==> src/design/lfd_pkg.sv <==
`timescale 1ns / 1ps
// ----------------------------------------------------------------------------
// lfd_pkg: shared types and constants of the link frame deframer
// Frame layout constants, status codes, register indexes, result types and
// the byte-wide CRC-16-CCITT update.
// ----------------------------------------------------------------------------
package lfd_pkg;

   localparam int unsigned HDR_BYTES = 15;
   localparam int unsigned CRC_BYTES = 2;

   localparam logic [7:0]  MAGIC_A       = 8'h44;
   localparam logic [7:0]  MAGIC_B       = 8'h34;
   localparam logic [7:0]  FRAME_VERSION = 8'h01;
   localparam logic [7:0]  TYPE_MAX      = 8'd9;
   localparam logic [7:0]  PROFILE_MAX   = 8'd2;
   localparam logic [15:0] CRC_POLY      = 16'h1021;
   localparam logic [15:0] CRC_INIT      = 16'hFFFF;
   localparam logic [8:0]  POS_MAX       = 9'd511;

   localparam logic [7:0]  PROFILE_NARROW = 8'd0;
   localparam logic [7:0]  PROFILE_MID    = 8'd1;

   // configuration register indexes
   localparam logic [1:0] CSR_ALLOWED_FLAGS   = 2'd0;
   localparam logic [1:0] CSR_CAPACITY_NARROW = 2'd1;
   localparam logic [1:0] CSR_CAPACITY_MID    = 2'd2;
   localparam logic [1:0] CSR_CAPACITY_WIDE   = 2'd3;

   typedef enum logic [3:0] {
      ST_OK       = 4'd0,
      ST_SHORT    = 4'd1,
      ST_MAGIC    = 4'd2,
      ST_VERSION  = 4'd3,
      ST_TYPE     = 4'd4,
      ST_PROFILE  = 4'd5,
      ST_LENGTH   = 4'd6,
      ST_CRC      = 4'd7,
      ST_FLAGS    = 4'd8,
      ST_CAPACITY = 4'd9
   } lfd_status_type;

   typedef enum logic {
      KIND_PAYLOAD = 1'b0,
      KIND_STATUS  = 1'b1
   } lfd_kind_type;

   typedef struct packed {
      logic [7:0] allowed_flags;
      logic [7:0] capacity_narrow;
      logic [7:0] capacity_mid;
      logic [7:0] capacity_wide;
   } lfd_cfg_type;

   typedef struct packed {
      logic [7:0]  frame_type;
      logic [7:0]  link_profile;
      logic [7:0]  frame_flags;
      logic [15:0] session_id;
      logic [15:0] sequence_number;
      logic [15:0] ack_base;
      logic [15:0] ack_bitmap;
      logic [7:0]  payload_length;
   } lfd_hdr_type;

   typedef struct packed {
      lfd_kind_type   result_kind;
      logic [7:0]     payload_byte;
      logic [7:0]     payload_index;
      lfd_status_type status;
      lfd_hdr_type    hdr;
   } lfd_rsp_type;

   // MSB-first CRC-16-CCITT over one byte
   function automatic logic [15:0] crc16_byte(input logic [15:0] crc,
                                              input logic [7:0]  data);
      logic [15:0] c;
      c = crc ^ {data, 8'h00};
      for (int k = 0; k < 8; k++) begin
         c = c[15] ? ((c << 1) ^ CRC_POLY) : (c << 1);
      end
      return c;
   endfunction

endpackage

==> src/design/lfd_if.sv <==
`timescale 1ns / 1ps
// ----------------------------------------------------------------------------
// lfd_if: valid/ready channels of the link frame deframer
// lfd_req_if carries received frame bytes, lfd_rsp_if carries results.
// ----------------------------------------------------------------------------
interface lfd_req_if;
   logic       valid;
   logic       ready;
   logic [7:0] rx_byte;
   logic       frame_end;

   modport source (output valid, output rx_byte, output frame_end, input ready);
   modport sink   (input valid, input rx_byte, input frame_end, output ready);
endinterface

interface lfd_rsp_if;
   logic        valid;
   logic        ready;
   logic        result_kind;
   logic [7:0]  payload_byte;
   logic [7:0]  payload_index;
   logic [3:0]  status;
   logic [7:0]  frame_type;
   logic [7:0]  link_profile;
   logic [7:0]  frame_flags;
   logic [15:0] session_id;
   logic [15:0] sequence_number;
   logic [15:0] ack_base;
   logic [15:0] ack_bitmap;
   logic [7:0]  payload_length;

   modport source (output valid, output result_kind, output payload_byte,
                   output payload_index, output status, output frame_type,
                   output link_profile, output frame_flags, output session_id,
                   output sequence_number, output ack_base, output ack_bitmap,
                   output payload_length, input ready);
   modport sink   (input valid, input result_kind, input payload_byte,
                   input payload_index, input status, input frame_type,
                   input link_profile, input frame_flags, input session_id,
                   input sequence_number, input ack_base, input ack_bitmap,
                   input payload_length, output ready);
endinterface

==> src/design/link_frame_deframer_crc16.sv <==
`timescale 1ns / 1ps
// ----------------------------------------------------------------------------
// link_frame_deframer_crc16: streaming CRC-16-CCITT frame deframer
// A byte's result shows on rsp after the byte is accepted; the byte sits in the
// input register, then its result lands in the result register.
// Throughput: one byte per cycle unless rsp stalls; the byte-wide CRC update and
// header checks sit between the input and result registers.
// Reset: synchronous, clears the frame state and loads the register defaults.
// ----------------------------------------------------------------------------
module link_frame_deframer_crc16 (
   input  logic       clock,
   input  logic       reset,
   lfd_req_if.sink    req,
   lfd_rsp_if.source  rsp,
   input  logic       csr_we,
   input  logic [1:0] csr_index,
   input  logic [7:0] csr_wdata
);

   lfd_pkg::lfd_cfg_type cfg;
   lfd_pkg::lfd_rsp_type core_rsp;
   lfd_pkg::lfd_rsp_type out_ff;
   logic                 core_valid;
   logic                 in_valid_ff;
   logic [7:0]           in_byte_ff;
   logic                 in_end_ff;
   logic                 out_valid_ff;
   logic                 advance;

   // move the held byte forward when the result register is free or draining
   assign advance   = in_valid_ff && (!out_valid_ff || rsp.ready);
   assign req.ready = !in_valid_ff || advance;

   always_ff @(posedge clock) begin
      if (reset) begin
         in_valid_ff <= 1'b0;
      end else if (req.ready) begin
         in_valid_ff <= req.valid;
      end
   end

   always_ff @(posedge clock) begin
      if (req.valid && req.ready) begin
         in_byte_ff <= req.rx_byte;
         in_end_ff  <= req.frame_end;
      end
   end

   lfd_csr u_csr (
      .clock     (clock),
      .reset     (reset),
      .csr_we    (csr_we),
      .csr_index (csr_index),
      .csr_wdata (csr_wdata),
      .cfg       (cfg)
   );

   lfd_core u_core (
      .clock     (clock),
      .reset     (reset),
      .cfg       (cfg),
      .advance   (advance),
      .rx_byte   (in_byte_ff),
      .frame_end (in_end_ff),
      .rsp_valid (core_valid),
      .rsp       (core_rsp)
   );

   always_ff @(posedge clock) begin
      if (reset) begin
         out_valid_ff <= 1'b0;
      end else if (advance) begin
         out_valid_ff <= core_valid;
      end else if (rsp.ready) begin
         out_valid_ff <= 1'b0;
      end
   end

   always_ff @(posedge clock) begin
      if (advance && core_valid) begin
         out_ff <= core_rsp;
      end
   end

   assign rsp.valid           = out_valid_ff;
   assign rsp.result_kind     = out_ff.result_kind;
   assign rsp.payload_byte    = out_ff.payload_byte;
   assign rsp.payload_index   = out_ff.payload_index;
   assign rsp.status          = out_ff.status;
   assign rsp.frame_type      = out_ff.hdr.frame_type;
   assign rsp.link_profile    = out_ff.hdr.link_profile;
   assign rsp.frame_flags     = out_ff.hdr.frame_flags;
   assign rsp.session_id      = out_ff.hdr.session_id;
   assign rsp.sequence_number = out_ff.hdr.sequence_number;
   assign rsp.ack_base        = out_ff.hdr.ack_base;
   assign rsp.ack_bitmap      = out_ff.hdr.ack_bitmap;
   assign rsp.payload_length  = out_ff.hdr.payload_length;

endmodule

==> src/design/lfd_csr.sv <==
`timescale 1ns / 1ps
// ----------------------------------------------------------------------------
// lfd_csr: configuration registers
// Flag mask and per-profile payload capacities, written through a plain
// write port.
// ----------------------------------------------------------------------------
module lfd_csr (
   input  logic               clock,
   input  logic               reset,
   input  logic               csr_we,
   input  logic [1:0]         csr_index,
   input  logic [7:0]         csr_wdata,
   output lfd_pkg::lfd_cfg_type cfg
);

   lfd_pkg::lfd_cfg_type cfg_ff;

   always_ff @(posedge clock) begin
      if (reset) begin
         cfg_ff.allowed_flags   <= 8'd1;
         cfg_ff.capacity_narrow <= 8'd32;
         cfg_ff.capacity_mid    <= 8'd48;
         cfg_ff.capacity_wide   <= 8'd224;
      end else if (csr_we) begin
         unique case (csr_index)
            lfd_pkg::CSR_ALLOWED_FLAGS:   cfg_ff.allowed_flags   <= csr_wdata;
            lfd_pkg::CSR_CAPACITY_NARROW: cfg_ff.capacity_narrow <= csr_wdata;
            lfd_pkg::CSR_CAPACITY_MID:    cfg_ff.capacity_mid    <= csr_wdata;
            lfd_pkg::CSR_CAPACITY_WIDE:   cfg_ff.capacity_wide   <= csr_wdata;
         endcase
      end
   end

   assign cfg = cfg_ff;

endmodule

==> src/design/lfd_core.sv <==
`timescale 1ns / 1ps
// ----------------------------------------------------------------------------
// lfd_core: per-frame state and result formation
// Tracks byte position, running CRC, first header error and header fields;
// forms a payload result for each payload byte and the status at frame end.
// ----------------------------------------------------------------------------
module lfd_core (
   input  logic                  clock,
   input  logic                  reset,
   input  lfd_pkg::lfd_cfg_type  cfg,
   input  logic                  advance,
   input  logic [7:0]            rx_byte,
   input  logic                  frame_end,
   output logic                  rsp_valid,
   output lfd_pkg::lfd_rsp_type  rsp
);

   localparam logic [8:0] PAY_START = 9'(lfd_pkg::HDR_BYTES);
   localparam logic [9:0] MIN_TOTAL = 10'(lfd_pkg::HDR_BYTES + lfd_pkg::CRC_BYTES);

   logic [8:0]              pos_ff, pos_in;
   logic [15:0]             crc_ff, crc_in;
   lfd_pkg::lfd_status_type err_ff, err_in, err_now;
   lfd_pkg::lfd_hdr_type    hdr_ff, hdr_in, hdr_cur;
   logic [9:0]              total;
   logic [9:0]              expected;
   logic [7:0]              cap;
   lfd_pkg::lfd_status_type status;

   always_comb begin
      hdr_cur = hdr_ff;
      err_now = lfd_pkg::ST_OK;
      unique case (pos_ff)
         9'd0:  if (rx_byte != lfd_pkg::MAGIC_A) err_now = lfd_pkg::ST_MAGIC;
         9'd1:  if (rx_byte != lfd_pkg::MAGIC_B) err_now = lfd_pkg::ST_MAGIC;
         9'd2:  if (rx_byte != lfd_pkg::FRAME_VERSION) err_now = lfd_pkg::ST_VERSION;
         9'd3: begin
            hdr_cur.frame_type = rx_byte;
            if (rx_byte > lfd_pkg::TYPE_MAX) err_now = lfd_pkg::ST_TYPE;
         end
         9'd4: begin
            hdr_cur.link_profile = rx_byte;
            if (rx_byte > lfd_pkg::PROFILE_MAX) err_now = lfd_pkg::ST_PROFILE;
         end
         9'd5:  hdr_cur.frame_flags            = rx_byte;
         9'd6:  hdr_cur.session_id[15:8]       = rx_byte;
         9'd7:  hdr_cur.session_id[7:0]        = rx_byte;
         9'd8:  hdr_cur.sequence_number[15:8]  = rx_byte;
         9'd9:  hdr_cur.sequence_number[7:0]   = rx_byte;
         9'd10: hdr_cur.ack_base[15:8]         = rx_byte;
         9'd11: hdr_cur.ack_base[7:0]          = rx_byte;
         9'd12: hdr_cur.ack_bitmap[15:8]       = rx_byte;
         9'd13: hdr_cur.ack_bitmap[7:0]        = rx_byte;
         9'd14: hdr_cur.payload_length         = rx_byte;
         default: ;
      endcase
   end

   assign crc_in   = lfd_pkg::crc16_byte(crc_ff, rx_byte);
   assign total    = {1'b0, pos_ff} + 10'd1;
   assign expected = MIN_TOTAL + {2'b00, hdr_cur.payload_length};

   always_comb begin
      if (hdr_cur.link_profile == lfd_pkg::PROFILE_NARROW) begin
         cap = cfg.capacity_narrow;
      end else if (hdr_cur.link_profile == lfd_pkg::PROFILE_MID) begin
         cap = cfg.capacity_mid;
      end else begin
         cap = cfg.capacity_wide;
      end
   end

   always_comb begin
      priority if (total < MIN_TOTAL) begin
         status = lfd_pkg::ST_SHORT;
      end else if (err_ff != lfd_pkg::ST_OK) begin
         status = err_ff;
      end else if (err_now != lfd_pkg::ST_OK) begin
         status = err_now;
      end else if (total != expected) begin
         status = lfd_pkg::ST_LENGTH;
      end else if (crc_in != 16'h0000) begin
         status = lfd_pkg::ST_CRC;
      end else if ((hdr_cur.frame_flags & ~cfg.allowed_flags) != 8'h00) begin
         status = lfd_pkg::ST_FLAGS;
      end else if (hdr_cur.payload_length > cap) begin
         status = lfd_pkg::ST_CAPACITY;
      end else begin
         status = lfd_pkg::ST_OK;
      end
   end

   always_comb begin
      rsp       = '0;
      rsp_valid = 1'b0;
      err_in    = (err_ff != lfd_pkg::ST_OK) ? err_ff : err_now;
      hdr_in    = hdr_cur;
      pos_in    = (pos_ff == lfd_pkg::POS_MAX) ? pos_ff : pos_ff + 9'd1;
      if (frame_end) begin
         rsp_valid       = 1'b1;
         rsp.result_kind = lfd_pkg::KIND_STATUS;
         rsp.status      = status;
         rsp.hdr         = hdr_cur;
         // start the next frame from a clean slate
         err_in = lfd_pkg::ST_OK;
         hdr_in = '0;
         pos_in = '0;
      end else if (pos_ff >= PAY_START &&
                   pos_ff < PAY_START + {1'b0, hdr_ff.payload_length}) begin
         rsp_valid         = 1'b1;
         rsp.result_kind   = lfd_pkg::KIND_PAYLOAD;
         rsp.payload_byte  = rx_byte;
         rsp.payload_index = 8'(pos_ff - PAY_START);
      end
   end

   always_ff @(posedge clock) begin
      if (reset) begin
         pos_ff <= '0;
         crc_ff <= lfd_pkg::CRC_INIT;
         err_ff <= lfd_pkg::ST_OK;
         hdr_ff <= '0;
      end else if (advance) begin
         pos_ff <= pos_in;
         crc_ff <= frame_end ? lfd_pkg::CRC_INIT : crc_in;
         err_ff <= err_in;
         hdr_ff <= hdr_in;
      end
   end

endmodule

==> src/flat_wrapper.sv <==
// flat-port wrapper written by rule: the top's interface ports become plain ports
module link_frame_deframer_crc16_flat 
  (clock, reset, csr_we, csr_index, csr_wdata, req_valid, req_rx_byte, req_frame_end, req_ready, rsp_valid, rsp_result_kind, rsp_payload_byte, rsp_payload_index, rsp_status, rsp_frame_type, rsp_link_profile, rsp_frame_flags, rsp_session_id, rsp_sequence_number, rsp_ack_base, rsp_ack_bitmap, rsp_payload_length, rsp_ready);
  lfd_req_if req_i ();
  lfd_rsp_if rsp_i ();
  input  logic clock;
  input  logic reset;
  input  logic csr_we;
  input  logic [1:0] csr_index;
  input  logic [7:0] csr_wdata;
  input wire logic [$bits(req_i.valid)-1:0] req_valid;
  input wire logic [$bits(req_i.rx_byte)-1:0] req_rx_byte;
  input wire logic [$bits(req_i.frame_end)-1:0] req_frame_end;
  output wire logic [$bits(req_i.ready)-1:0] req_ready;
  output wire logic [$bits(rsp_i.valid)-1:0] rsp_valid;
  output wire logic [$bits(rsp_i.result_kind)-1:0] rsp_result_kind;
  output wire logic [$bits(rsp_i.payload_byte)-1:0] rsp_payload_byte;
  output wire logic [$bits(rsp_i.payload_index)-1:0] rsp_payload_index;
  output wire logic [$bits(rsp_i.status)-1:0] rsp_status;
  output wire logic [$bits(rsp_i.frame_type)-1:0] rsp_frame_type;
  output wire logic [$bits(rsp_i.link_profile)-1:0] rsp_link_profile;
  output wire logic [$bits(rsp_i.frame_flags)-1:0] rsp_frame_flags;
  output wire logic [$bits(rsp_i.session_id)-1:0] rsp_session_id;
  output wire logic [$bits(rsp_i.sequence_number)-1:0] rsp_sequence_number;
  output wire logic [$bits(rsp_i.ack_base)-1:0] rsp_ack_base;
  output wire logic [$bits(rsp_i.ack_bitmap)-1:0] rsp_ack_bitmap;
  output wire logic [$bits(rsp_i.payload_length)-1:0] rsp_payload_length;
  input wire logic [$bits(rsp_i.ready)-1:0] rsp_ready;
  assign req_i.valid = req_valid;
  assign req_i.rx_byte = req_rx_byte;
  assign req_i.frame_end = req_frame_end;
  assign req_ready = req_i.ready;
  assign rsp_valid = rsp_i.valid;
  assign rsp_result_kind = rsp_i.result_kind;
  assign rsp_payload_byte = rsp_i.payload_byte;
  assign rsp_payload_index = rsp_i.payload_index;
  assign rsp_status = rsp_i.status;
  assign rsp_frame_type = rsp_i.frame_type;
  assign rsp_link_profile = rsp_i.link_profile;
  assign rsp_frame_flags = rsp_i.frame_flags;
  assign rsp_session_id = rsp_i.session_id;
  assign rsp_sequence_number = rsp_i.sequence_number;
  assign rsp_ack_base = rsp_i.ack_base;
  assign rsp_ack_bitmap = rsp_i.ack_bitmap;
  assign rsp_payload_length = rsp_i.payload_length;
  assign rsp_i.ready = rsp_ready;
  link_frame_deframer_crc16 u_core (.clock(clock), .reset(reset), .req(req_i), .rsp(rsp_i), .csr_we(csr_we), .csr_index(csr_index), .csr_wdata(csr_wdata));
endmodule
==> config.mk <==
export PLATFORM = sky130hd
export DESIGN_NAME = link_frame_deframer_crc16_flat
export DESIGN_NICKNAME = d
export VERILOG_FILES = /design/src/design/lfd_pkg.sv /design/src/design/lfd_if.sv /design/src/design/link_frame_deframer_crc16.sv /design/src/design/lfd_csr.sv /design/src/design/lfd_core.sv /design/src/flat_wrapper.sv
export SDC_FILE = /design/constraint.sdc
export NUM_CORES = 1
export LEC_CHECK = 0
export BUFFER_PORTS_ARGS = -buffer_cell sky130_fd_sc_hd__buf_4
export CORE_MARGIN = 3
export CORE_UTILIZATION = 60
export CTS_CLUSTER_SIZE = 20
export DETAILED_ROUTE_END_ITERATION = 10
export GPL_ROUTABILITY_DRIVEN = 0
export PLACE_DENSITY_LB_ADDON = 0.2
export SYNTH_ARGS = -nofsm -noshare
export SYNTH_HDL_FRONTEND = slang
export SYNTH_SLANG_ARGS = --single-unit
==> constraint.sdc <==
create_clock -name clock -period 15.6 [get_ports clock]
set_clock_uncertainty 0.1 [all_clocks]
set_input_delay 0.78 -clock clock [delete_from_list [all_inputs] [get_ports clock]]
set_output_delay 0.78 -clock clock [all_outputs]
set_load 0.05 [all_outputs]
# After elaboration in Yosys (flattened, before gate mapping)
# Cells that the tools add are included.
totals:
  input_bits: 24
  output_inout_bits: 119
  latch_bits: 0
  mem_count: 0
  reg_bits: 285
  mem_bits_ro: 0
  wordCells: 150
  mem_bits_rw: 0
classes:
  div: 0
  n_reduce_logical: 24
  n_mul: 0
  magnitude_cmp: 6
  n_bitwise: 13
  shifts: 0
  eq_ne: 25
  n_addsub: 5
  n_mux: 45
ops:
  columns: ["op", "n"]
  rows:
  - ["$mux W8", 14]
  - ["$mux W13", 8]
  - ["$mux W96", 1]
  - ["$eq A9 B4 Y1 const B", 7]
  - ["$eq A9 B3 Y1 const B", 4]
  - ["$mux W4", 8]
  - ["$not A3 Y3", 8]
  - ["$pmux W4 S5", 1]
  - ["$eq A9 B2 Y1 const B", 2]
  - ["$mux W9", 2]
  - ["$mux W16", 1]
  - ["$reduce_bool A16 Y1", 1]
  - ["$xor A16 B16 Y16", 1]
  - ["$reduce_and A2 Y1", 6]
  - ["$add A9 B1 Y10 const B", 1]
  - ["$lt A10 B5 Y1 const B", 1]
  - ["$ne A10 B9 Y1", 1]
  - ["$add A4 B8 Y9 const A", 1]
  - ["$add A5 B8 Y9 const A", 1]
  - ["$add A9 B1 Y9 const B", 1]
  - ["$eq A9 B1 Y1 const B", 1]
  - ["$eq A9 B9 Y1 const B", 1]
  - ["$ge A9 B4 Y1 const B", 1]
  - ["$logic_not A9 Y1", 1]
  - ["other kinds (27)", 44]

# Depth between registers and ports, before layout
# Gate-level depths: netlist of run 1.
depth:
  depth_word: 23
  ltp_mapped: 16
  mapped_depth_nobuf: 16

# By module
# Synthesis of run 1 repeated with hierarchy kept, for this count alone.
hier_totals:
  hier_cells: 1339
  hier_area_um2: 13390.3
by_module_without_submodules:
  columns: ["mod", "seq_area_each_um2", "n_inst", "cells_per_inst", "area_each_um2"]
  rows:
  - ["lfd_core", 2482.4, 1, 1077, 8182.8]
  - ["link_frame_deframer_crc16", 3823.7, 1, 137, 3886.2]
  - ["lfd_csr", 640.6, 1, 125, 1321.3]

# Least setup slack after synthesis of run 1
# No wires, ideal clock.
synth_timing:
  path_type: "register to register"
  from: "reg u_core.u_core.hdr_ff[0] (netlist bit)"
  to: "reg u_core.out_ff, in the netlist u_core.rsp.ack_base[0] (enable)"
  arrival_time_ps: 7856
  setup_ps: 632
  synth_period_minus_slack_ps: 8587
  path_buffers: 2
  path_slack_ps: 7013
  path_stages_with_launch: 11
  path_cell_list: "dfxtp_1 > clkbuf_1 > o41ai_1 > nor2_1 > xnor2_1 > ha_1 > or2_2 > a21oi_1 > a21oi_1 > clkbuf_1 > a21oi_1"
synth_between:
  elab_chain_cells: 6
synth_lines:
  columns: ["item", "line", "text"]
  rows:
  - ["from (decl)", "lfd_core.sv:24", "lfd_pkg::lfd_hdr_type hdr_ff, hdr_in, hdr_cur;"]
  - ["from (signal assigned)", "lfd_core.sv:127", "hdr_ff <= hdr_in;"]
  - ["$add A4 B8 Y9", "lfd_core.sv:109", "pos_ff < PAY_START + {1'b0, hdr_ff.payload_length}) begin"]
  - ["$lt A9 B9 Y1", "lfd_core.sv:109", null]
  - ["$logic_and A1 B1 Y1", "lfd_core.sv:108", "end else if (pos_ff >= PAY_START &&"]
  - ["$mux W1", "lfd_core.sv:108", null]
  - ["$mux W1", "lfd_core.sv:99", "if (frame_end) begin"]
  - ["$logic_and A1 B1 Y1", "link_frame_deframer_crc16.sv:80", "if (advance && core_valid) begin"]
  - ["to (signal assigned)", "link_frame_deframer_crc16.sv:81", "out_ff <= core_rsp;"]
  - ["to (decl)", "link_frame_deframer_crc16.sv:22", "lfd_pkg::lfd_rsp_type out_ff;"]
# Every way passes these cells.
# A chain may end at the register's enable or synchronous reset.

# Worst setup path in the final report of run 1
layout_timing:
  from: "reg u_core.u_core.pos_ff[4]"
  to: "reg u_core.out_ff, in the netlist u_core.rsp.status[0] (data pin)"
layout_between:
  elab_chain_cells: 13
layout_lines:
  columns: ["item", "line", "text"]
  rows:
  - ["from (decl)", "lfd_core.sv:21", "logic [8:0] pos_ff, pos_in;"]
  - ["from (signal assigned)", "lfd_core.sv:124", "pos_ff <= pos_in;"]
  - ["$eq A9 B3 Y1", "lfd_core.sv:33", "unique case (pos_ff)"]
  - ["$mux W8", "lfd_core.sv:33", null]
  - ["$eq A8 B1 Y1", "lfd_core.sv:66", "end else if (hdr_cur.link_profile == lfd_pkg::PROFILE_MID) begin"]
  - ["$mux W8", "lfd_core.sv:66", null]
  - ["$mux W8", "lfd_core.sv:64", "if (hdr_cur.link_profile == lfd_pkg::PROFILE_NARROW) begin"]
  - ["$gt A8 B8 Y1", "lfd_core.sv:86", "end else if (hdr_cur.payload_length > cap) begin"]
  - ["$mux W4", "lfd_core.sv:86", null]
  - ["$mux W4", "lfd_core.sv:84", "end else if ((hdr_cur.frame_flags & ~cfg.allowed_flags) != 8'h00) begin"]
  - ["$mux W4", "lfd_core.sv:82", "end else if (crc_in != 16'h0000) begin"]
  - ["$mux W4", "lfd_core.sv:80", "end else if (total != expected) begin"]
  - ["$mux W4", "lfd_core.sv:78", "end else if (err_now != lfd_pkg::ST_OK) begin"]
  - ["$mux W4", "lfd_core.sv:76", "end else if (err_ff != lfd_pkg::ST_OK) begin"]
  - ["$mux W1 *", "lfd_core.sv:74", "priority if (total < MIN_TOTAL) begin"]
# Every way passes the cells marked *; elsewhere a longest branch is shown, timed or not.

==> results of run 1 <==
layer usage:
layer  vias up  global-route usage
li1       4923                   -
met1      5106              0.3887
met2       578              0.4698
met3       113             0.04388
met4         0             0.09756
met5         -                   0
per-stage QoR:
| step | hold slack, ns | total power, mW | cell area, µm² | instances |
|---|---|---|---|---|
| after global placement | 0.3455 | 0.9388 | 14250 | 1670 |
| after detailed placement | 0.3483 | 0.9405 | 14250 | 1670 |
| after CTS | 0.3071 | 1.618 | 15190 | 1722 |
| final | 0.3173 | 1.614 | 15190 | 1722 |
| after global routing | 0.3066 | 1.660 | 15190 | 1722 |
| after floorplan | 0.3323 | 0.8991 | 13040 | 1323 |
cells in the mapped netlist (3+ instances only):
cell type,instances,area share
nand3b_1,9,0.0052
a211o_1,3,0.0020
and3_1,7,0.0034
a22oi_1,97,0.056
or4_1,3,0.0017
a31oi_1,4,0.0019
mux2_2,5,0.0043
o21ai_0,21,0.0081
a21oi_1,91,0.035
nor3_1,26,0.010
nor4_1,5,0.0024
ha_1,23,0.022
nand4_1,6,0.0029
nand3_1,29,0.011
and2_1,9,0.0043
o21a_1,8,0.0046
edfxtp_1,126,0.29
nor2b_1,24,0.012
o22a_1,4,0.0027
xnor2_1,28,0.019
a211oi_1,4,0.0023
nor3b_1,4,0.0023
buf_1,10,0.0029
dfxtp_1,158,0.24
buf_2,6,0.0023
o21ai_1,11,0.0042
a21o_1,7,0.0040
xor2_1,19,0.013
inv_1,10,0.0029
clkbuf_1,72,0.021
o22ai_1,12,0.0058
a31o_2,4,0.0027
nand2b_1,24,0.012
and4_1,3,0.0020
or2_2,8,0.0038
mux2i_1,60,0.046
nand2_1,133,0.038
nor2_1,207,0.060
cell type report:
| cell class | instances | area (µm²) | share of cell area |
|---|---|---|---|
| clock inverters | 20 | 215.2 | 0.01417 |
| multi-input cells | 935 | 5682 | 0.3741 |
| inverters | 12 | 45.04 | 0.002965 |
| flip-flops and latches | 284 | 6947 | 0.4573 |
| repair buffers | 164 | 1231 | 0.08105 |
| clock buffers | 32 | 725.7 | 0.04778 |
| well taps | 275 | 344.1 | 0.02265 |
state kept, by name, summed over array words and instances, names as in the netlist:
register,flops
u_core.rsp.ack_bitmap,16
u_core.rsp.frame_flags,8
u_core.rsp.payload_length,8
u_core.u_csr.cfg,32
u_core.rsp.frame_type,8
u_core.rsp.result_kind,1
u_core.in_valid_ff,1
u_core.u_core.err_ff,3
u_core.u_core.hdr_ff,96
u_core.rsp.session_id,16
u_core.rsp.payload_index,8
u_core.u_core.crc_ff,16
u_core.in_byte_ff,8
u_core.rsp.ack_base,16
u_core.rsp.status,4
u_core.in_end_ff,1
u_core.rsp.link_profile,8
u_core.rsp.valid,1
u_core.rsp.payload_byte,8
u_core.rsp.sequence_number,16
u_core.u_core.pos_ff,9
worst reg2reg max path, cell delays in order, from the launching register on:
cell	delay, ns
dfxtp_1	0.47
nor4_4	0.59
nand3_1	0.54
mux2i_2	0.83
mux2i_1	0.27
nand2_1	0.07
o21ai_0	0.13
ha_1	0.28
nor2b_1	0.13
o21a_1	0.16
o21a_1	0.17
o21ai_0	0.19
a21oi_1	0.12
a21boi_0	0.25
o41ai_2	0.10
cells by family after synthesis:
group / Yosys count / synth area share
flip-flops: 284 / 0.5327
AND/OR/NAND/NOR: 514 / 0.1830
adder cells (fa/ha/maj): 23 / 0.02207
XOR/XNOR: 50 / 0.03694
multiplexers: 67 / 0.05258
buffers and inverters: 104 / 0.03282
AO/OA/AOI/OAI: 281 / 0.1399
report_power, final:
part           switching (mW)  internal (mW)
Combinational          0.0930         0.0360
Clock                   0.286          0.401
Sequential            0.00902          0.789
path summary, 6_finish.rpt:
path / cells past startpoint / slack [ns] / start / to
worst min register to register: 2 / 0.36 / u_core.u_csr.cfg[11] / u_core.u_csr.cfg[11]
worst min-delay path: 1 / 0.32 / req_frame_end / u_core.in_end_ff
worst max-delay path: 14 / 10.95 / u_core.u_core.pos_ff[4] / u_core.rsp.status[0]
worst max register to register: 14 / 10.95 / u_core.u_core.pos_ff[4] / u_core.rsp.status[0]
==> out/metrics.yaml, run 1 <==
slew_headroom: 0.1486
drv_cap: 0
fillCellCount: 1607
syn-num-nets: 1370
power_density_nw_per_um2: 106.2
crit_fanout: 14
synth-edff-count: 126
drt-met1-wl_mm: 14.00
dp_hpwl_mm: 22.70
gr-total-overflow: 0
vias_per_cell: 6.225
h-tree-depth: 1
crit_path_end_kind: "register"
rsz0062_at_grt: "no"
dp_worst_setup_slack_ns: 11.04
postRouteAntennaNets: 0
nNetsFinal: 1472
utilization: 0.7158
drive_gt1_frac: 0.1693
seq_area_frac_synth: 0.5327
maxSlewViolCount: 0
path_class: "reg -> reg"
worst_pin_slew_ns: 1.272
final_common_cell: "nor2_1"
post_cts_buffers: 0
first_pass_iters: 6
dieArea_um2: 23540
min_period_ns: 4.652
async_flop_share: 0
drt-initial-drc-count: 1087
yosys_register_bits: 284
wl_per_cell_um: 20.35
status: "completed"
synthCells: 1323
path_cells: "nor4_4, nand3_1, mux2i_2, mux2i_1, nand2_1, o21ai_0, ha_1, nor2b_1, o21a_1, o21a_1, o21ai_0, a21oi_1, a21boi_0, o41ai_2"
crit_family: "simple AND/OR/NAND/NOR gates"
start_util: 0.6145
path_buf_inv: 0
arrival_ns: 4.83
cts-root-buf: "clkbuf_16"
path_clk_slew_ns: 0.06
hold_class: "in -> reg"
critPathLaunchType: "register"
area_growth_pct: 16.48
die_y_um: 153.4
antenna_found_initial: 0
num_rows: 53
die_w_um: 153.4
slowest_delay_ns: 0.82
synthFlopType: "dfxtp_1"
cts.hold.buffers_added: 0
core_area_um2: 21220
syn_area_per_cell_um2: 9.856
worst_slack_ns: 10.95
syn-cell-area_um2: 13040
final_cell_mix: "nor2_1, buf_4, dfxtp_1, nand2_1, edfxtp_1"
crit_slowest_cell: "mux2i_2"
finalSetupTns_ns: 0
cts_resized: 0
finalHoldViolations: 0
cts_tree: "yes"
grt_pass1_wl_mm: 54.72
num_io_pins: 143
setup_viol: 0
groute.usage.overall: 0.2852
grt_max_degree: 114
wl_met3_mm: 3.278
num_antenna_cells: 0
met2_length_mm: 16.52
wl_mm: 35.05
fmax_mhz: 215.0
synth_cell_type_count: 73
clk_path_buf_depth: 3
portBuffers: 142
grt_pass1_vias: 10170
ir_drop_v: 0.00009843
finalCritPeriodShare: 0.2982
cts_made_buffers: 28
drc: 0
cts.sinks: 284
p_leak_nw: 5.637
via_count: 10720
required_ns: 15.78
top_layer_used: "met4"
ys_warn_count: 0
clock_latency_ns: 0.54
(Power assumes the default switching activity.)
==> inputs of run 2 (changes only) <==
CORE_UTILIZATION = 53   (was 60)
clock period = 4.2 ns   (was 15.6 ns; I/O delays follow)
==> run 2 against run 1 <==
Net effect:
- final area up 3.1%
- non-clock buffer count up 35
- core utilization down 5.9 points
- flip-flop and latch count unchanged
- critical path type unchanged
- power rose to 3.7 times the previous value
- global-route usage down 2.1 points
- critical path depth unchanged
- clock power rose to 3.6 times the previous value
- first-iteration DRC count up 6.5%
- count of clock-buffer cells in the layout up 11
==> out/metrics.yaml, run 2 (synthesized netlist as in run 1, its figures left out) <==
num_io_pins: 143  # unchanged
portBuffers: 142  # unchanged
setup_viol: 0  # unchanged
path_clk_slew_ns: 0.06  # about the same
min_path_cells: 5  # was 1
hold_class: "in -> reg"  # unchanged
die_y_um: 162.9  # was 153.4 µm
worstHoldStart: "csr_index[1]"  # was req_frame_end
use_met3: 0.03993  # was 0.04388
grt_pass1_vias: 10030  # was 10170
finalCritPeriodShare: 0.9133  # was 0.2982
maxSlewViolCount: 0  # unchanged
min_period_ns: 3.836  # was 4.652 ns
required_ns: 4.46  # was 15.78 ns
wl_per_cell_um: 19.95  # was 20.35 µm
clock_latency_ns: 0.57  # was 0.54 ns
clk_path_buf_depth: 3  # unchanged
finalHoldViolations: 0  # unchanged
cts_made_buffers: 29  # was 28
groute.usage.overall: 0.2644  # was 0.2852
start_util: 0.5474  # was 0.6145
h-tree-depth: 1  # unchanged
rr_startpoint: "u_core.u_core.pos_ff[0]"  # was u_core.u_core.pos_ff[4]
final_common_cell: "nor2_1"  # unchanged
area_growth_pct: 20.08  # was 16.48%
via_count: 10650  # was 10720
drt-initial-drc-count: 1158  # was 1087
vias_per_cell: 5.908  # was 6.225
finalSetupTns_ns: 0  # unchanged
num_antenna_cells: 0  # unchanged
p_leak_nw: 5.827  # was 5.637 nW
num_rows: 56  # was 53
gr-total-overflow: 0  # unchanged
wl_mm: 35.98  # was 35.05 mm
nNetsFinal: 1508  # was 1472
use_met2: 0.4229  # was 0.4698
r2r_cells: 14  # unchanged
ir_drop_v: 0.0002711  # was 0.00009843 V
dp_cells: 1728  # was 1670
cts.sinks: 284  # unchanged
critPathLaunchType: "register"  # unchanged
drc: 0  # unchanged
die_w_um: 162.9  # was 153.4 µm
dp_hpwl_mm: 23.55  # was 22.70 mm
antenna_found_initial: 0  # unchanged
first_pass_iters: 6  # unchanged
core_area_um2: 23820  # was 21220 µm²
post_cts_buffers: 0  # unchanged
fmax_mhz: 260.7  # was 215.0 MHz
arrival_ns: 4.10  # was 4.83 ns
largest_reg_flops: 96  # unchanged
rsz0062_at_grt: "no"  # unchanged
crit_path_end_kind: "register"  # unchanged
drive_gt1_frac: 0.1826  # was 0.1693
top_register: "u_core.u_core.hdr_ff"  # unchanged
grt_max_degree: 83  # was 114
stdcell_count: 1803  # was 1722
grt-busiest-layer: "met2"  # unchanged
crit_fanout: 13  # was 14
final_cell_mix: "nor2_1, buf_4, dfxtp_1, nand2_1, edfxtp_1"  # unchanged
worst_pin_slew_ns: 1.197  # was 1.272 ns
cts_tree: "yes"  # unchanged
postRouteAntennaNets: 0  # unchanged
path_class: "reg -> reg"  # unchanged
status: "completed"  # unchanged
power_density_nw_per_um2: 379.7  # was 106.2 nW/µm²
fin_worst_hold_slack_ns: 0.04921  # was 0.3173 ns
dieArea_um2: 26520  # was 23540 µm²
slew_headroom: 0.1990  # was 0.1486
grt_use_met1: 0.3716  # was 0.3887
drv_cap: 0  # unchanged
r2r_end: "u_core.rsp.status[3]"  # was u_core.rsp.status[0]
power_mw: 5.946  # was 1.614 mW
cts-root-buf: "clkbuf_16"  # unchanged
regToRegSetupSlack_ns: 0.36  # was 10.95 ns
grt_pass1_wl_mm: 55.90  # was 54.72 mm
min_to: "u_core.u_csr.cfg[29]"  # was u_core.in_end_ff
run 2: cell types whose count changed in the layout (fill, tap and decap cells not counted), sizes merged:
cell,before,now
buf,164,178
inv,11,14
clkbuf,32,43
dlygate4sd3,0,21
clkinvlp,0,1
clkinv,17,8
bufinv,4,0
run 2: power breakdown:
group | internal [mW] | total [mW] | switching [mW]
Combinational | 0.153 | 0.508 | 0.355
Sequential | 2.93 | 2.96 | 0.0314
Clock | 1.40 | 2.48 | 1.08
run 2: per-layer routing:
layer / vias up / part of all wire / routed length (µm)
met5: - / 0 / 0
met4: 0 / 0.030 / 1066
met3: 83 / 0.081 / 2906
met2: 525 / 0.46 / 16600
met1: 5045 / 0.43 / 15400
li1: 5000 / - / -
run 2: worst max-delay path, cell delays in order (launching register included):
cell,delay (ns)
dfxtp_1,0.40
inv_1,0.17
ha_1,0.23
nand4b_1,0.32
nor2_8,0.32
nand2_1,0.08
o21ai_1,0.23
ha_1,0.32
a31o_2,0.19
nand4_1,0.11
xor2_1,0.24
o211ai_1,0.13
nor4_2,0.33
o2111ai_1,0.15
nor4_1,0.33
run 2: repair_timing:
item	CTS	global route
hold buffers	21	0
endpoints found under the setup margin	0	2
resized for setup	0	2
endpoints found under the hold margin	43	0
run 2: area by class of cell:
class | count | area (µm²)
Multi-Input combinational cell | 935 | 5758
Fill cell | 1929 | 8164
Clock buffer | 43 | 844.6
Tap cell | 319 | 399.1
Sequential cell | 284 | 6950
Clock inverter | 11 | 75.07
Timing Repair Buffer | 199 | 1584
Inverter | 12 | 47.55
run 2: worst max path at each step:
stage	from	endpoint	slack (ns)	cells past startpoint
floorplan	u_core.u_core.hdr_ff[2]	u_core.rsp.ack_base[0]	-0.20	10
CTS	u_core.u_core.pos_ff[0]	u_core.rsp.status[3]	0.35	13
detailed placement	u_core.u_core.pos_ff[0]	u_core.rsp.status[3]	0.39	13
finish	u_core.u_core.pos_ff[0]	u_core.rsp.status[3]	0.36	14
global route	u_core.u_core.pos_ff[0]	u_core.rsp.status[3]	0.02	14
global placement	u_core.u_core.pos_ff[0]	u_core.rsp.status[2]	0.50	12
run 2: per-stage QoR:
step | util | setup slack [ns] | area (µm²)
3_3_place_gp | 0.6099 | 0.4961 | 14530
5_1_grt | 0.6573 | 0.01934 | 15660
2_1_floorplan | - | -0.2032 | 13160
6_report | 0.6573 | 0.3640 | 15660
4_1_cts | 0.6573 | 0.3535 | 15660
3_5_place_dp | 0.6099 | 0.3899 | 14530
==> inputs of run 3 (changes only) <==
CORE_UTILIZATION = 40   (was 53)
==> run 3 against run 2 <==
Net effect:
- first-iteration DRC count shrank 15%
- wire length grew 3.9%
- critical path type unchanged
- register-to-register slack is essentially flat
- global-route usage shrank 5.7 points
- die area grew 31%
- non-clock buffer count shrank 4
- count of clock-buffer cells in the layout shrank 5
- cell count grew 6.3%
- worst hold slack lost 0.023 ns
- worst setup slack lost 0.0050 ns
- largest power group unchanged
==> out/metrics.yaml, run 3 (synthesized netlist as in run 1, its figures left out) <==
status: "completed"  # unchanged
via_count: 10460  # was 10650
finalCritPeriodShare: 0.9145  # was 0.9133
crit_fanout: 14  # was 13
power_mw: 6.079  # was 5.946 mW
num_rows: 65  # was 56
critPathLaunchType: "register"  # unchanged
dieArea_um2: 34800  # was 26520 µm²
stdcell_count: 1917  # was 1803
grt_max_degree: 111  # was 83
portBuffers: 142  # unchanged
grt_pass1_wl_mm: 58.04  # was 55.90 mm
path_cells: "or4_4, nor2_8, nand2_1, o21ai_1, ha_1, a31oi_1, o21a_1, o21ai_0, o211ai_1, nor4_2, o211ai_1, o41ai_2"  # was inv_1, ha_1, nand4b_1, nor2_8, nand2_1, o21ai_1, ha_1, a31o_2, nand4_1, xor2_1, o211ai_1, nor4_2, o2111ai_1, nor4_1
hold_class: "in -> reg"  # unchanged
fin_worst_hold_slack_ns: 0.02621  # was 0.04921 ns
core_area_um2: 31880  # was 23820 µm²
pwr-share-comb: 0.084  # was 0.085
power_density_nw_per_um2: 383.9  # was 379.7 nW/µm²
ir_drop_v: 0.0002663  # was 0.0002711 V
cts_made_buffers: 30  # was 29
vias_per_cell: 5.456  # was 5.908
cts_tree: "yes"  # unchanged
p_switching_mw: 1.464  # was 1.466 mW
die_w_um: 186.6  # was 162.9 µm
fmax_mhz: 260.4  # was 260.7 MHz
p_clk_frac: 0.429  # was 0.417
slew_headroom: 0.3735  # was 0.1990
arrival_ns: 4.10  # about the same
utilization: 0.4967  # was 0.6573
final_cell_mix: "nor2_1, buf_4, dfxtp_1, nand2_1, edfxtp_1"  # unchanged
path_clk_slew_ns: 0.06  # about the same
groute.usage.overall: 0.2074  # was 0.2644
finalHoldViolations: 0  # unchanged
maxSlewViolCount: 0  # unchanged
drc: 0  # unchanged
path_class: "reg -> reg"  # unchanged
num_antenna_cells: 0  # unchanged
slowest_delay_ns: 0.69  # was 0.40 ns
drt-initial-drc-count: 987  # was 1158
setup_viol: 0  # unchanged
worst_pin_slew_ns: 0.9326  # was 1.197 ns
final_common_cell: "nor2_1"  # unchanged
crit_path_end_kind: "register"  # unchanged
area_growth_pct: 21.43  # was 20.08%
first_pass_iters: 6  # unchanged
cts.sinks: 284  # unchanged
p_leak_nw: 5.821  # was 5.827 nW
crit_slowest_cell: "or4_4"  # was dfxtp_1
cts-root-buf: "clkbuf_16"  # unchanged
min_period_ns: 3.841  # was 3.836 ns
top_register: "u_core.u_core.hdr_ff"  # unchanged
wl_mm: 37.38  # was 35.98 mm
antenna_found_initial: 0  # unchanged
grt_pass1_vias: 10050  # was 10030
required_ns: 4.46  # about the same
power.internal_mw: 4.614  # was 4.480 mW
post_cts_buffers: 0  # unchanged
gr-total-overflow: 0  # unchanged
drv_cap: 0  # unchanged
drive_gt1_frac: 0.1775  # was 0.1826
die_y_um: 186.6  # was 162.9 µm
clock_latency_ns: 0.55  # was 0.57 ns
clk_path_buf_depth: 3  # unchanged
largest_reg_flops: 96  # unchanged
fillCellCount: 2961  # was 1929
dp_cells: 1839  # was 1728
wl_per_cell_um: 19.50  # was 19.95 µm
num_io_pins: 143  # unchanged
rsz0062_at_grt: "no"  # unchanged
crit_top_cell: "o211ai_1"  # was ha_1
pwr-share-seq: 0.487  # was 0.498
dp_hpwl_mm: 24.72  # was 23.55 mm
h-tree-depth: 1  # unchanged
postRouteAntennaNets: 0  # unchanged
start_util: 0.4090  # was 0.5474
nNetsFinal: 1505  # was 1508
swShare: 0.2409  # was 0.2465
[run 3: cell count changes in the layout (fill, tap and decap cells not counted), sizes merged]
cell         before  now
clkinv            8   16
clkbuf           43   38
bufinv            0    3
clkinvlp          1    0
inv              14   11
buf             178  173
dlygate4sd3      21   22
[run 3: layer usage]
layer,track usage,routed length [µm]
met5,0,0
met4,0.05903,1018
met3,0.02799,2268
met2,0.3281,16900
met1,0.2993,17190
[run 3: stage by stage]
step / TNS [ns] / instance area (µm²) / worst slack [ns]
finish: 0 / 15830 / 0.3590
global route: 0 / 15830 / 0.09669
CTS: 0 / 15830 / 0.2408
detailed placement: 0 / 14640 / 0.2761
global placement: 0 / 14640 / 0.4618
floorplan: -23.78 / 13160 / -0.2032
[run 3: worst max-delay path: cells and delay by family (launching register included)]
kind,cells,cell delay [ns]
AO/OA/AOI/OAI,7,1.44
adder cells (fa/ha/maj),1,0.29
AND/OR/NAND/NOR,4,1.35
flip-flops,1,0.46
[run 3: what timing repair did]
item	CTS	global route
hold buffers	22	0
resized for setup	0	4
endpoints found under the hold margin	43	0
endpoints found under the setup margin	0	4
[run 3: power groups by stage]
stage,registers [mW],clock network (mW),logic [mW]
final,2.96,2.61,0.510
after CTS,2.96,2.66,0.508
after global routing,2.96,2.78,0.541
after global placement,3.02,0,0.490
after floorplan,3.11,0,0.222
after detailed placement,3.02,0,0.491
[run 3: path summary, 6_finish.rpt]
kind                                               from  slack, ns  cells past startpoint                   end
worst max-delay path            u_core.u_core.pos_ff[4]       0.36                     12  u_core.rsp.status[0]
worst min-delay path                              reset       0.03                      2  u_core.u_csr.cfg[17]
worst min register to register      u_core.u_csr.cfg[2]       0.36                      2   u_core.u_csr.cfg[2]
worst max register to register  u_core.u_core.pos_ff[4]       0.36                     12  u_core.rsp.status[0]
[run 3: final cells by class]
class / count / area, µm² / share of cell area
flip-flops and latches: 284 / 6952 / 0.4390
multi-input cells: 935 / 5762 / 0.3639
repair buffers: 195 / 1556 / 0.09830
clock buffers: 38 / 802.0 / 0.05065
well taps: 435 / 544.3 / 0.03437
clock inverters: 18 / 170.2 / 0.01075
inverters: 12 / 47.55 / 0.003003
